--- config.mk ---
export PLATFORM = sky130hd
export DESIGN_NAME = ipv4_icmp_ingress_filter
export DESIGN_NICKNAME = d
export VERILOG_FILES = /design/src/design/ipif_pkg.sv /design/src/design/ipv4_icmp_ingress_filter.sv /design/src/design/ipif_parse.sv /design/src/design/ipif_decide.sv
export SDC_FILE = /design/constraint.sdc
export NUM_CORES = 1
export LEC_CHECK = 0
export BUFFER_PORTS_ARGS = -buffer_cell sky130_fd_sc_hd__buf_2
export CAP_MARGIN = 10
export CORE_ASPECT_RATIO = 1.75
export CORE_MARGIN = 1.5
export CORE_UTILIZATION = 55
export CTS_CLUSTER_SIZE = 20
export DETAILED_ROUTE_END_ITERATION = 12
export PLACE_DENSITY = 0.72
export SYNTH_ARGS = -nofsm -noshare
export SYNTH_HDL_FRONTEND = slang
export SYNTH_SLANG_ARGS = --single-unit
--- constraint.sdc ---
create_clock -name clk -period 9.71 [get_ports clk]
set_input_delay 0.971 -clock clk [delete_from_list [all_inputs] [get_ports clk]]
set_output_delay 0.971 -clock clk [all_outputs]
set_load 0.03 [all_outputs]
--- src/design/ipif_pkg.sv ---
// Shared types, constants and helpers for the IPv4/ICMP ingress filter.
`default_nettype none

package ipif_pkg;

	// Result codes
	typedef enum logic [3:0] {
		VERDICT_ECHO      = 4'd0,
		VERDICT_FORWARD   = 4'd1,
		VERDICT_WRONG_MAC = 4'd2,
		VERDICT_NOT_IPV4  = 4'd3,
		VERDICT_BAD_LEN   = 4'd4,
		VERDICT_BAD_IPSUM = 4'd5,
		VERDICT_NOT_ICMP  = 4'd6,
		VERDICT_BAD_ICMP  = 4'd7,
		VERDICT_NOT_ECHO  = 4'd8,
		VERDICT_SHORT     = 4'd9
	} verdict_t;

	// Configuration register indexes: MACs first, then IPv4 addresses
	localparam logic [2:0] CFG_FIRST_IP = 3'd4;

	localparam logic [15:0] ETHERTYPE_IPV4 = 16'h0800;
	localparam logic [7:0]  PROTO_ICMP     = 8'd1;
	localparam logic [7:0]  ICMP_ECHO      = 8'd8;
	localparam logic [15:0] MIN_IP_LEN     = 16'd20;
	localparam logic [47:0] MAC_BROADCAST  = 48'hFFFF_FFFF_FFFF;

	// Byte offsets within the frame
	localparam logic [15:0] OFS_ETYPE_HI   = 16'd12;
	localparam logic [15:0] OFS_ETYPE_LO   = 16'd13;
	localparam logic [15:0] OFS_IP_HDR     = 16'd14;
	localparam logic [15:0] OFS_TLEN_HI    = 16'd16;
	localparam logic [15:0] OFS_TLEN_LO    = 16'd17;
	localparam logic [15:0] OFS_PROTO      = 16'd23;
	localparam logic [15:0] OFS_IPSUM_HI   = 16'd24;
	localparam logic [15:0] OFS_IPSUM_LO   = 16'd25;
	localparam logic [15:0] OFS_DIP_FIRST  = 16'd30;
	localparam logic [15:0] OFS_IP_LAST    = 16'd33;
	localparam logic [15:0] OFS_ICMP       = 16'd34;
	localparam logic [15:0] OFS_ICMPSUM_HI = 16'd36;
	localparam logic [15:0] OFS_ICMPSUM_LO = 16'd37;
	localparam logic [15:0] OFS_SHORT_LAST = 16'd41;
	localparam logic [15:0] OFS_MAC_END    = 16'd6;
	localparam logic [15:0] OFS_SATURATED  = 16'hFFFF;

	// Captured header fields and finished sums, handed to the decision logic
	typedef struct packed {
		logic        short_frame;
		logic [47:0] dest_mac;
		logic [15:0] ether_kind;
		logic [15:0] total_length;
		logic [15:0] ip_sum;
		logic [15:0] ip_sum_stored;
		logic [31:0] dest_ip;
		logic [7:0]  proto;
		logic [7:0]  icmp_kind;
		logic [15:0] icmp_csum;
		logic [15:0] icmp_csum_rx;
	} hdr_t;

	// Ones'-complement add with end-around carry
	function automatic logic [15:0] oc_add(input logic [15:0] acc, input logic [15:0] word);
		logic [16:0] sum;
		sum = {1'b0, acc} + {1'b0, word};
		return sum[16] ? (sum[15:0] + 16'd1) : sum[15:0];
	endfunction

endpackage

`default_nettype wire

--- src/design/ipv4_icmp_ingress_filter.sv ---
// Top level of the IPv4/ICMP-echo ingress filter.
//
//  channel   direction  handshake                 payload
//  --------  ---------  ------------------------  -------------------------------
//  in        sink       in_valid / in_stall       in_port, data_byte, frame_end
//  out       source     out_valid / out_stall     verdict, local_iface
//  cfg       sink       cfg_wr_en (no wait)       cfg_index, cfg_data
//
// One frame byte per cycle while in_stall is low: a byte moves from the input
// register into the parser; a final byte's verdict passes through the decision
// logic into the result register at the edge at which that byte leaves the input
// register, and out_valid rises with it.
// Reset clears the frame state, the interface addresses and both valid flags.
// Out stall holds only a final byte whose result slot is occupied; other
// bytes keep flowing while a verdict waits to be taken.
`default_nettype none

module ipv4_icmp_ingress_filter (
	input  wire logic        clk,
	input  wire logic        arst_n,
	// configuration write port
	input  wire logic        cfg_wr_en,
	input  wire logic [2:0]  cfg_index,
	input  wire logic [47:0] cfg_data,
	// byte stream
	input  wire logic        in_valid,
	output logic             in_stall,
	input  wire logic [1:0]  in_port,
	input  wire logic [7:0]  data_byte,
	input  wire logic        frame_end,
	// verdicts
	output logic             out_valid,
	input  wire logic        out_stall,
	output logic [3:0]       verdict,
	output logic [1:0]       local_iface
);
	import ipif_pkg::*;

	// interface addresses
	logic [3:0][47:0] mac_q;
	logic [3:0][31:0] ip_q;

	// input register
	logic       valid_s1;
	logic [1:0] port_s1;
	logic [7:0] byte_s1;
	logic       end_s1;

	// result register
	logic       valid_s2;
	verdict_t   verdict_s2;
	logic [1:0] local_s2;

	logic       slot_free;
	logic       retire;
	logic       take;
	hdr_t       hdr;
	verdict_t   verdict_c;
	logic [1:0] local_c;

	// write configuration; only legal while the block is idle
	always_ff @(posedge clk or negedge arst_n) begin
		if (!arst_n) begin
			mac_q <= '0;
			ip_q  <= '0;
		end else if (cfg_wr_en) begin
			if (cfg_index < CFG_FIRST_IP)
				mac_q[cfg_index[1:0]] <= cfg_data;
			else
				ip_q[cfg_index[1:0]] <= cfg_data[31:0];
		end
	end

	// a final byte retires only into a free result slot; others always advance
	assign slot_free = !valid_s2 || !out_stall;
	assign retire    = valid_s1 && (!end_s1 || slot_free);
	assign in_stall  = valid_s1 && !retire;
	assign take      = in_valid && !in_stall;

	always_ff @(posedge clk or negedge arst_n) begin
		if (!arst_n) begin
			valid_s1 <= 1'b0;
		end else if (take) begin
			valid_s1 <= 1'b1;
		end else if (retire) begin
			valid_s1 <= 1'b0;
		end
	end

	always_ff @(posedge clk) begin
		if (take) begin
			port_s1 <= in_port;
			byte_s1 <= data_byte;
			end_s1  <= frame_end;
		end
	end

	ipif_parse u_parse (
		.clk       (clk),
		.arst_n    (arst_n),
		.step      (retire),
		.data      (byte_s1),
		.last_byte (end_s1),
		.hdr       (hdr)
	);

	ipif_decide u_decide (
		.hdr         (hdr),
		.port        (port_s1),
		.mac_tab     (mac_q),
		.ip_tab      (ip_q),
		.verdict     (verdict_c),
		.local_iface (local_c)
	);

	// load a verdict on the final byte, drop it once transferred
	always_ff @(posedge clk or negedge arst_n) begin
		if (!arst_n) begin
			valid_s2 <= 1'b0;
		end else if (retire && end_s1) begin
			valid_s2 <= 1'b1;
		end else if (valid_s2 && !out_stall) begin
			valid_s2 <= 1'b0;
		end
	end

	always_ff @(posedge clk) begin
		if (retire && end_s1) begin
			verdict_s2 <= verdict_c;
			local_s2   <= local_c;
		end
	end

	assign out_valid   = valid_s2;
	assign verdict     = verdict_s2;
	assign local_iface = local_s2;

endmodule

`default_nettype wire

--- src/design/ipif_parse.sv ---
// Frame state: byte counter, header capture and running checksums.
`default_nettype none

module ipif_parse (
	input  wire logic          clk,
	input  wire logic          arst_n,
	input  wire logic          step,
	input  wire logic [7:0]    data,
	input  wire logic          last_byte,
	output ipif_pkg::hdr_t     hdr
);
	import ipif_pkg::*;

	logic [15:0] offset_q, offset_d;
	logic [47:0] dmac_q, dmac_d;
	logic [15:0] etype_q, etype_d;
	logic [15:0] tlen_q, tlen_d;
	logic [15:0] ipsum_q, ipsum_d;
	logic [15:0] ipstored_q, ipstored_d;
	logic [31:0] dip_q, dip_d;
	logic [7:0]  proto_q, proto_d;
	logic [7:0]  ikind_q, ikind_d;
	logic [15:0] icsum_q, icsum_d;
	logic [15:0] icstored_q, icstored_d;
	logic [7:0]  hold_q, hold_d;

	logic        live;
	logic        is_sum;
	logic [7:0]  v;
	logic        pad;

	assign live = (offset_q != OFS_SATURATED);

	always_comb begin
		offset_d   = offset_q;
		dmac_d     = dmac_q;
		etype_d    = etype_q;
		tlen_d     = tlen_q;
		ipsum_d    = ipsum_q;
		ipstored_d = ipstored_q;
		dip_d      = dip_q;
		proto_d    = proto_q;
		ikind_d    = ikind_q;
		icsum_d    = icsum_q;
		icstored_d = icstored_q;
		hold_d     = hold_q;
		is_sum     = 1'b0;
		v          = data;
		if (live) begin
			offset_d = offset_q + 16'd1;
			if (offset_q < OFS_MAC_END)
				dmac_d = {dmac_q[39:0], data};
			if (offset_q == OFS_ETYPE_HI || offset_q == OFS_ETYPE_LO)
				etype_d = {etype_q[7:0], data};
			if (offset_q == OFS_TLEN_HI || offset_q == OFS_TLEN_LO)
				tlen_d = {tlen_q[7:0], data};
			if (offset_q == OFS_PROTO)
				proto_d = data;
			if (offset_q >= OFS_DIP_FIRST && offset_q <= OFS_IP_LAST)
				dip_d = {dip_q[23:0], data};
			if (offset_q == OFS_ICMP)
				ikind_d = data;
			if (offset_q == OFS_IPSUM_HI || offset_q == OFS_IPSUM_LO) begin
				ipstored_d = {ipstored_q[7:0], data};
				is_sum     = 1'b1;
			end
			if (offset_q == OFS_ICMPSUM_HI || offset_q == OFS_ICMPSUM_LO) begin
				icstored_d = {icstored_q[7:0], data};
				is_sum     = 1'b1;
			end
			// checksum fields count as zero in their own sums
			v = is_sum ? 8'd0 : data;
			if (offset_q >= OFS_IP_HDR) begin
				if (!offset_q[0])
					hold_d = v;
				else if (offset_q <= OFS_IP_LAST)
					ipsum_d = oc_add(ipsum_q, {hold_q, v});
				else
					icsum_d = oc_add(icsum_q, {hold_q, v});
			end
		end
	end

	// odd ICMP length: pad the final byte with a zero low byte
	assign pad = live ? (!offset_q[0] && offset_q >= OFS_ICMP) : 1'b1;

	always_comb begin
		hdr.short_frame     = live && (offset_q < OFS_SHORT_LAST);
		hdr.dest_mac        = dmac_q;
		hdr.ether_kind      = etype_q;
		hdr.total_length    = tlen_q;
		hdr.ip_sum          = ipsum_q;
		hdr.ip_sum_stored   = ipstored_q;
		hdr.dest_ip         = dip_q;
		hdr.proto           = proto_q;
		hdr.icmp_kind       = ikind_q;
		hdr.icmp_csum       = pad ? oc_add(icsum_d, {hold_d, 8'd0}) : icsum_d;
		hdr.icmp_csum_rx    = icstored_q;
	end

	always_ff @(posedge clk or negedge arst_n) begin
		if (!arst_n) begin
			offset_q   <= '0;
			dmac_q     <= '0;
			etype_q    <= '0;
			tlen_q     <= '0;
			ipsum_q    <= '0;
			ipstored_q <= '0;
			dip_q      <= '0;
			proto_q    <= '0;
			ikind_q    <= '0;
			icsum_q    <= '0;
			icstored_q <= '0;
			hold_q     <= '0;
		end else if (step) begin
			if (last_byte) begin
				offset_q   <= '0;
				dmac_q     <= '0;
				etype_q    <= '0;
				tlen_q     <= '0;
				ipsum_q    <= '0;
				ipstored_q <= '0;
				dip_q      <= '0;
				proto_q    <= '0;
				ikind_q    <= '0;
				icsum_q    <= '0;
				icstored_q <= '0;
				hold_q     <= '0;
			end else begin
				offset_q   <= offset_d;
				dmac_q     <= dmac_d;
				etype_q    <= etype_d;
				tlen_q     <= tlen_d;
				ipsum_q    <= ipsum_d;
				ipstored_q <= ipstored_d;
				dip_q      <= dip_d;
				proto_q    <= proto_d;
				ikind_q    <= ikind_d;
				icsum_q    <= icsum_d;
				icstored_q <= icstored_d;
				hold_q     <= hold_d;
			end
		end
	end

endmodule

`default_nettype wire

--- src/design/ipif_decide.sv ---
// Verdict decision from captured header fields and interface addresses.
`default_nettype none

module ipif_decide (
	input  wire ipif_pkg::hdr_t     hdr,
	input  wire logic [1:0]         port,
	input  wire logic [3:0][47:0]   mac_tab,
	input  wire logic [3:0][31:0]   ip_tab,
	output ipif_pkg::verdict_t      verdict,
	output logic [1:0]              local_iface
);
	import ipif_pkg::*;

	logic       match;
	logic [1:0] match_idx;

	// lowest matching interface wins
	always_comb begin
		match     = 1'b0;
		match_idx = 2'd0;
		for (int i = 3; i >= 0; i--) begin
			if (ip_tab[i] == hdr.dest_ip) begin
				match     = 1'b1;
				match_idx = 2'(i);
			end
		end
	end

	always_comb begin
		local_iface = 2'd0;
		if (hdr.short_frame)
			verdict = VERDICT_SHORT;
		else if (hdr.dest_mac != MAC_BROADCAST && hdr.dest_mac != mac_tab[port])
			verdict = VERDICT_WRONG_MAC;
		else if (hdr.ether_kind != ETHERTYPE_IPV4)
			verdict = VERDICT_NOT_IPV4;
		else if (hdr.total_length < MIN_IP_LEN)
			verdict = VERDICT_BAD_LEN;
		else if (hdr.ip_sum_stored != ~hdr.ip_sum)
			verdict = VERDICT_BAD_IPSUM;
		else if (!match)
			verdict = VERDICT_FORWARD;
		else begin
			local_iface = match_idx;
			if (hdr.proto != PROTO_ICMP)
				verdict = VERDICT_NOT_ICMP;
			else if (hdr.icmp_csum_rx != ~hdr.icmp_csum)
				verdict = VERDICT_BAD_ICMP;
			else if (hdr.icmp_kind != ICMP_ECHO)
				verdict = VERDICT_NOT_ECHO;
			else
				verdict = VERDICT_ECHO;
		end
	end

endmodule

`default_nettype wire
After elaboration in Yosys (flattened, before gate mapping)
Cells that the tools add are included.

cells by class
  $add $sub $neg = 7
  $lt $le $gt $ge = 11
  equal/unequal tests = 22
  mux-type cells = 76
  bitwise gates (word level) = 4
  reductions and logical operators = 51

operators by type and width
  kind                   number
  $mux 16                28
  $mux 48                5
  $bwmux 192             1
  $bwmux 128             1
  $eq 32x32->1           4
  $mux 32                4
  $bmux 48 s2            1
  $demux 48 s2           1
  $mux 8                 11
  $eq 16x5->1 const B    5
  $add 16x1->16 const B  4
  $demux 32 s2           1
  $add 16x16->17         3
  $eq 16x6->1 const B    3
  $ne 48x48->1           1
  $ne 48x48->1 const B   1
  $eq 16x4->1 const B    2
  $mux 4                 8
  $ne 16x16->1           2
  $not 16->16            2
  $reduce_bool 2->1      14
  $reduce_and 3->1       8
  $ge 16x4->1 const B    1
  $ge 16x5->1 const B    1
  23 further kinds       59

storage, ports and cells
  register bits = 555
  input port bits = 67

Depth between registers and ports, before layout
  word-level depth = 26
  gate-level depth with buffers = 36
  gate-level depth less buffers = 34

Modules after synthesis
From an unflattened synthesis, not the netlist that was laid out.

unflattened totals
  cells, all modules = 2353
  area total of the unflattened synthesis = 28453.5 um^2

modules (own cells, without submodules)
  module                    times used  cells an instance  area each (um^2)  seq. area each (um^2)
  ipv4_icmp_ingress_filter  1           712                12709.7           8568.2
  ipif_parse                1           1245               11970.2           5405.2
  ipif_decide               1           396                3773.6            0.0

Worst setup path after synthesis
Ideal clock, no wire load.

  path kind = register to register
  from = reg u_parse.offset_q[0]
  to = reg verdict_s2[3] (netlist: verdict[3]) (data pin)
  setup time = 136 ps
  arrival time = 8284 ps
  required time = 9574 ps
  path slack = 1290 ps
  cell stages (with the launch flop) = 37
  clock period less this slack = 8420 ps
  cell sequence = dfrtp_1 clkbuf_1 inv_1 ha_1 nor2_1 and4bb_2 o21ai_1 clkbuf_1 and2_1 ha_1 ha_1 a21o_2 nor2_1 maj3_2 or4_4 a21bo_4 a2111oi_4 nand4_1 xor2_1 o21ai_0 ha_1 fa_1 a21o_1 a21oi_1 o21ai_0 a21o_1 a21o_1 nand2_1 nor3_1 nand3_1 or3_1 a221oi_2 o2111ai_1 nor4_1 o2111ai_1 or4_1 nand2_1

between the ends
  word-level cells in the longest chain between the ends = 26

ends and longest elaborated chain
  what                    RTL line                         text
  from (decl)             ipif_parse.sv:14                 logic [15:0] offset_q, offset_d;
  from (signal assigned)  ipif_parse.sv:130                offset_q <= offset_d;
  $eq 16x5->1             ipif_parse.sv:63                 if (offset_q == OFS_IPSUM_HI || offset_q == OFS_IPSUM_LO) begin
  $logic_or 1x1->1        ipif_parse.sv:63
  $mux 1                  ipif_parse.sv:63
  $mux 1                  ipif_parse.sv:67                 if (offset_q == OFS_ICMPSUM_HI || offset_q == OFS_ICMPSUM_LO) begin
  $mux 1                  ipif_parse.sv:49                 if (live) begin
  $mux 8                  ipif_parse.sv:72                 v = is_sum ? 8'd0 : data;
  $add 16x16->17          ipif_pkg.sv:65                   sum = {1'b0, acc} + {1'b0, word};
  $add 16x1->16           ipif_pkg.sv:66                   return sum[16] ? (sum[15:0] + 16'd1) : sum[15:0];
  (+10 left out)          --
  $ne 16x16->1            ipif_decide.sv:47                else if (hdr.icmp_csum_rx != ~hdr.icmp_csum)
  $mux 4                  ipif_decide.sv:47
  $mux 4                  ipif_decide.sv:45                if (hdr.proto != PROTO_ICMP)
  $mux 4                  ipif_decide.sv:41                else if (!match)
  $mux 4                  ipif_decide.sv:39                else if (hdr.ip_sum_stored != ~hdr.ip_sum)
  $mux 4                  ipif_decide.sv:37                else if (hdr.total_length < MIN_IP_LEN)
  $mux 4                  ipif_decide.sv:35                else if (hdr.ether_kind != ETHERTYPE_IPV4)
  $mux 4                  ipif_decide.sv:33                else if (hdr.dest_mac != MAC_BROADCAST && hdr.dest_mac != mac_tab[port])
  to (signal assigned)    ipv4_icmp_ingress_filter.sv:129  verdict_s2 <= verdict_c;
  to (decl)               ipv4_icmp_ingress_filter.sv:51   verdict_t verdict_s2;

Parallel ways exist; a longest one is shown, timed or not. The select of a mux whose other input is x is not followed.
A chain may end at the register's enable or synchronous reset.

Worst setup path after layout
  from = reg u_parse.offset_q[1]
  to = reg verdict_s2[3] (netlist: verdict[3]) (data pin)

The elaborated chain is that of the path after synthesis.

==> impl_results.md <==
- Routability Congestion: 0.959
- Final wirelength: 77.4 mm
- Wire per inst: 24.9 um
- Clock transition at the register clock pins on the worst setup and hold paths after CTS: 0.06 ns
- Y dimension of the die: 304 um
- Number of synthesized register bits: 555
- Upper clock frequency limit: 108 MHz
- Worst slew margin: 21.3%
- Clk sinks: 555
- Horizontal die dimension: 175 um
- Depth of the worst hold-timing path: 1
- Number of endpoints with negative hold slack in the final report: 0
- Worst IR drop on VDD: 159 uV
- CP Launch Type: flip-flop
- Reg-to-Reg End: verdict[3]$_SDFFCE_PP1P_
- Global-route wire length before repair: 121 mm
- Power per cell area: 193 nW/um^2
- Count of unique library cells instantiated by Yosys: 100
- Overall Global Routing Usage: 29.7%
- Met3 usage: 3.41%
- Placement Rows: 110
- EDFF count, synth: 17
- Final global-route overflow total: 0
- PnR worst setup slack: 0.488 ns
- Die area: 53200 um^2
- Instance count after placement with tap cells included: 3013
- Most used standard cell by instance count after synthesis: sky130_fd_sc_hd__dfrtp_1
- IO buf count: 74
- Syn Std Cell Area: 28500 um^2
- Total of max-cap violations: 0
- Met1 track utilization from global routing: 33.0%
- Final Instance Count excl. Fillers: 3106
- Post-place setup slack: 0.320 ns
- Largest net degree at the start of global routing: 201
- Net Count, Synth: 2494
- H-Tree Level Count: 2
- Static Leakage: 13.5 nW
- Clock tree from TritonCTS: done
- Critical path buffers and inverters: 3
- Worst Hold End: mac_q[170]$_DFFE_PN0P_
- Cell family with most CP delay: simple AND/OR/NAND/NOR gates
- Transition time of the tightest slew-check pin: 1.18 ns
- HP Start: mac_q[170]$_DFFE_PN0P_
- Later-pin clock latency in the skew report: 0.60 ns
- Setup CP Type: flip-flop to flip-flop
- Detailed-route via count: 19800
- Setup total negative slack: 0 ns
- Share of flip-flops with an asynchronous set or reset: 96.9%
- Setup violation total in the final timing report: 0
- Worst min path class: flip-flop to flip-flop
- Total core area: 51300 um^2
- Hold buffer count at cts: 0
- Share of final-layout standard cells stronger than drive strength 1: 25.3%
- Final #Nets: 2509
- Top cells by area in the synthesized netlist: sky130_fd_sc_hd__dfrtp_1 (47%), sky130_fd_sc_hd__mux2_2 (13%), sky130_fd_sc_hd__xor2_1 (4.6%), sky130_fd_sc_hd__mux4_2 (3.8%), sky130_fd_sc_hd__xnor2_1 (3.8%)
- Largest fanout on the critical path: 16
- Time the worst path needs with I/O delays and setup: 9.22 ns
- Detail Placement HPWL: 55.8 mm
- Critical path capture point type: flip-flop
- Starting utilization of the core area: 55.5%
- Library cell with the largest summed area after synthesis: sky130_fd_sc_hd__dfrtp_1
- Clk buf depth: 3
- List of most frequent post-synthesis cells: sky130_fd_sc_hd__dfrtp_1 (538), sky130_fd_sc_hd__mux2_2 (328), sky130_fd_sc_hd__xor2_1 (149)
- Synth top area share: 47.3%
- Via density per instance: 6.36
- Drt drc: 0
- Setup Skew: 0.0218 ns
- Ports: 75
- Mapped Avg Cell Area: 12.0 um^2
- Part of the Yosys area used for sequential elements: 49.1%
- Max Slew Vio Count: 0
- Final period util: 95.0%
- Root cell of the clock tree: sky130_fd_sc_hd__clkbuf_16
- Worst slack on hold paths: 0.502 ns
- CP max stage cell: sky130_fd_sc_hd__or4_4
- Reg-to-Reg Start: u_parse.offset_q[1]$_DFFE_PN0P_
- Outcome: finished clean
- Met2 demand-to-capacity share in global routing: 52.9%
- YS warnings: 0
- Antenna cells: 0
- Initial antenna violation count: 2
- CP required: 10.14 ns
- DRT antenna net count: 0
- CP max stage delay: 0.56 ns
- Layout-stage area growth over the synthesis result: 9.01%
- Post-layout power: 5.98 mW
- Via count of the first global-routing pass: 20800
- Length in cells of the worst reg-to-reg path: 35
- Worst path most repeated cell: sky130_fd_sc_hd__ha_1
- First-pass iteration count of the detailed router: 5
- Dominant register cell in the synthesized netlist: sky130_fd_sc_hd__dfrtp_1
- Number of fill cells in the layout: 4078
- Initial DRC count: 1305
- FF-to-FF setup slack: 0.49 ns
- Number of cells produced by synthesis: 2380
- Endpoint arrival time on the critical path: 9.66 ns
- Layer carrying the most global-route usage: met2
- Number of clock buffers inserted by TritonCTS: 50
[worst register-to-register path: cells and delay by family, from the launching register on]
kind                       cells  cell delay [ns]
DFF                            1             0.46
buffers and inverters          3             0.60
adders and majority gates      5             1.33
and+or+nand+nor               14             3.88
AOI/OAI and AO/OA             13             2.80
[logic make-up after synthesis]
kind of cell / share of synthesized area, %
buffers and inverters: 2.47
XOR/XNOR: 8.52
multiplexers: 17.2
AO/OA/AOI/OAI: 10.1
adder cells (fa/ha/maj): 2.20
AND/OR/NAND/NOR: 10.5
flip-flops: 49.1
[final cells by class]
class,count,area (um^2),area share (%)
Clock buffer,70,1440,4.63
Clock inverter,21,215,0.693
Inverter,31,116,0.375
Multi-Input combinational cell,1653,13800,44.6
Sequential cell,555,14000,45.0
Tap cell,672,841,2.71
Timing Repair Buffer,104,618,1.99
[placed cells by master (no fill, tap or decap), drive strengths merged, types with 10 or more instances in the layout]
cell / synthesis / final
dfrtp: 538 / 538
mux2: 328 / 328
xor2: 149 / 149
xnor2: 125 / 125
o21ai: 110 / 110
nand3: 107 / 107
a22o: 107 / 107
nand2: 104 / 104
buf: 31 / 104
nor2: 79 / 79
clkbuf: 110 / 70
nor4: 54 / 54
nand4: 53 / 53
mux4: 48 / 48
ha: 46 / 46
a21oi: 44 / 44
inv: 31 / 33
nor3: 27 / 27
and2: 20 / 20
o31ai: 18 / 18
edfxtp: 17 / 17
a31oi: 17 / 17
a21o: 16 / 16
and3: 16 / 16
clkinv: 0 / 16
or3: 13 / 13
mux2i: 12 / 12
nand2b: 10 / 10
[how the worst max path moves through the flow]
stage                                               start                  endpoint  slack (ns)  depth (start not counted)
after detailed placement  u_parse.offset_q[0]$_DFFE_PN0P_  verdict[3]$_SDFFCE_PP1P_        0.32                         34
after global routing      u_parse.offset_q[1]$_DFFE_PN0P_  verdict[3]$_SDFFCE_PP1P_       -0.04                         36
final                     u_parse.offset_q[1]$_DFFE_PN0P_  verdict[3]$_SDFFCE_PP1P_        0.49                         35
after floorplan           u_parse.offset_q[0]$_DFFE_PN0P_  verdict[3]$_SDFFCE_PP1P_        1.29                         36
after CTS                 u_parse.offset_q[0]$_DFFE_PN0P_  verdict[3]$_SDFFCE_PP1P_        0.26                         34
after global placement    u_parse.offset_q[0]$_DFFE_PN0P_  verdict[3]$_SDFFCE_PP1P_        0.50                         35
[registers in the layout (all words and copies together) (netlist names), 4 cells and up]
register            cells
u_parse.offset_q       16
mac_q                 192
u_parse.ipstored_q     16
u_parse.dmac_q         48
u_parse.ikind_q         8
u_parse.dip_q          32
ip_q                  128
u_parse.etype_q        16
verdict                 4
u_parse.icsum_q        16
u_parse.tlen_q         16
u_parse.ipsum_q        16
byte_s1                 8
u_parse.icstored_q     16
u_parse.hold_q          8
u_parse.proto_q         8
[layer usage]
| metal | up-vias | part of all wire [%] |
|---|---|---|
| li1 | 8818 | - |
| met1 | 10100 | 36 |
| met2 | 586 | 52 |
| met3 | 253 | 3.6 |
| met4 | 4 | 8.2 |
| met5 | - | 0.035 |
[metrics by stage]
stage	cell area (um^2)	util, %
global route	31000	60.5
CTS	31000	60.4
global placement	29400	57.2
detailed placement	29400	57.2
floorplan	28500	-
finish	31000	60.5
[repair_timing]
item                                    in CTS  in global routing
endpoints found under the setup margin       0                  3
buffers inserted                             0                  2
gates resized for setup                      0                  3
[power by group]
part / total [mW] / switching (mW) / leakage (nW) / internal, mW
Clock: 2.02 / 0.901 / 0.825 / 1.12
Sequential: 2.88 / 0.229 / 7.02 / 2.65
Combinational: 1.08 / 0.539 / 5.68 / 0.542
No activity file was read; power rests on OpenSTA's default activity.
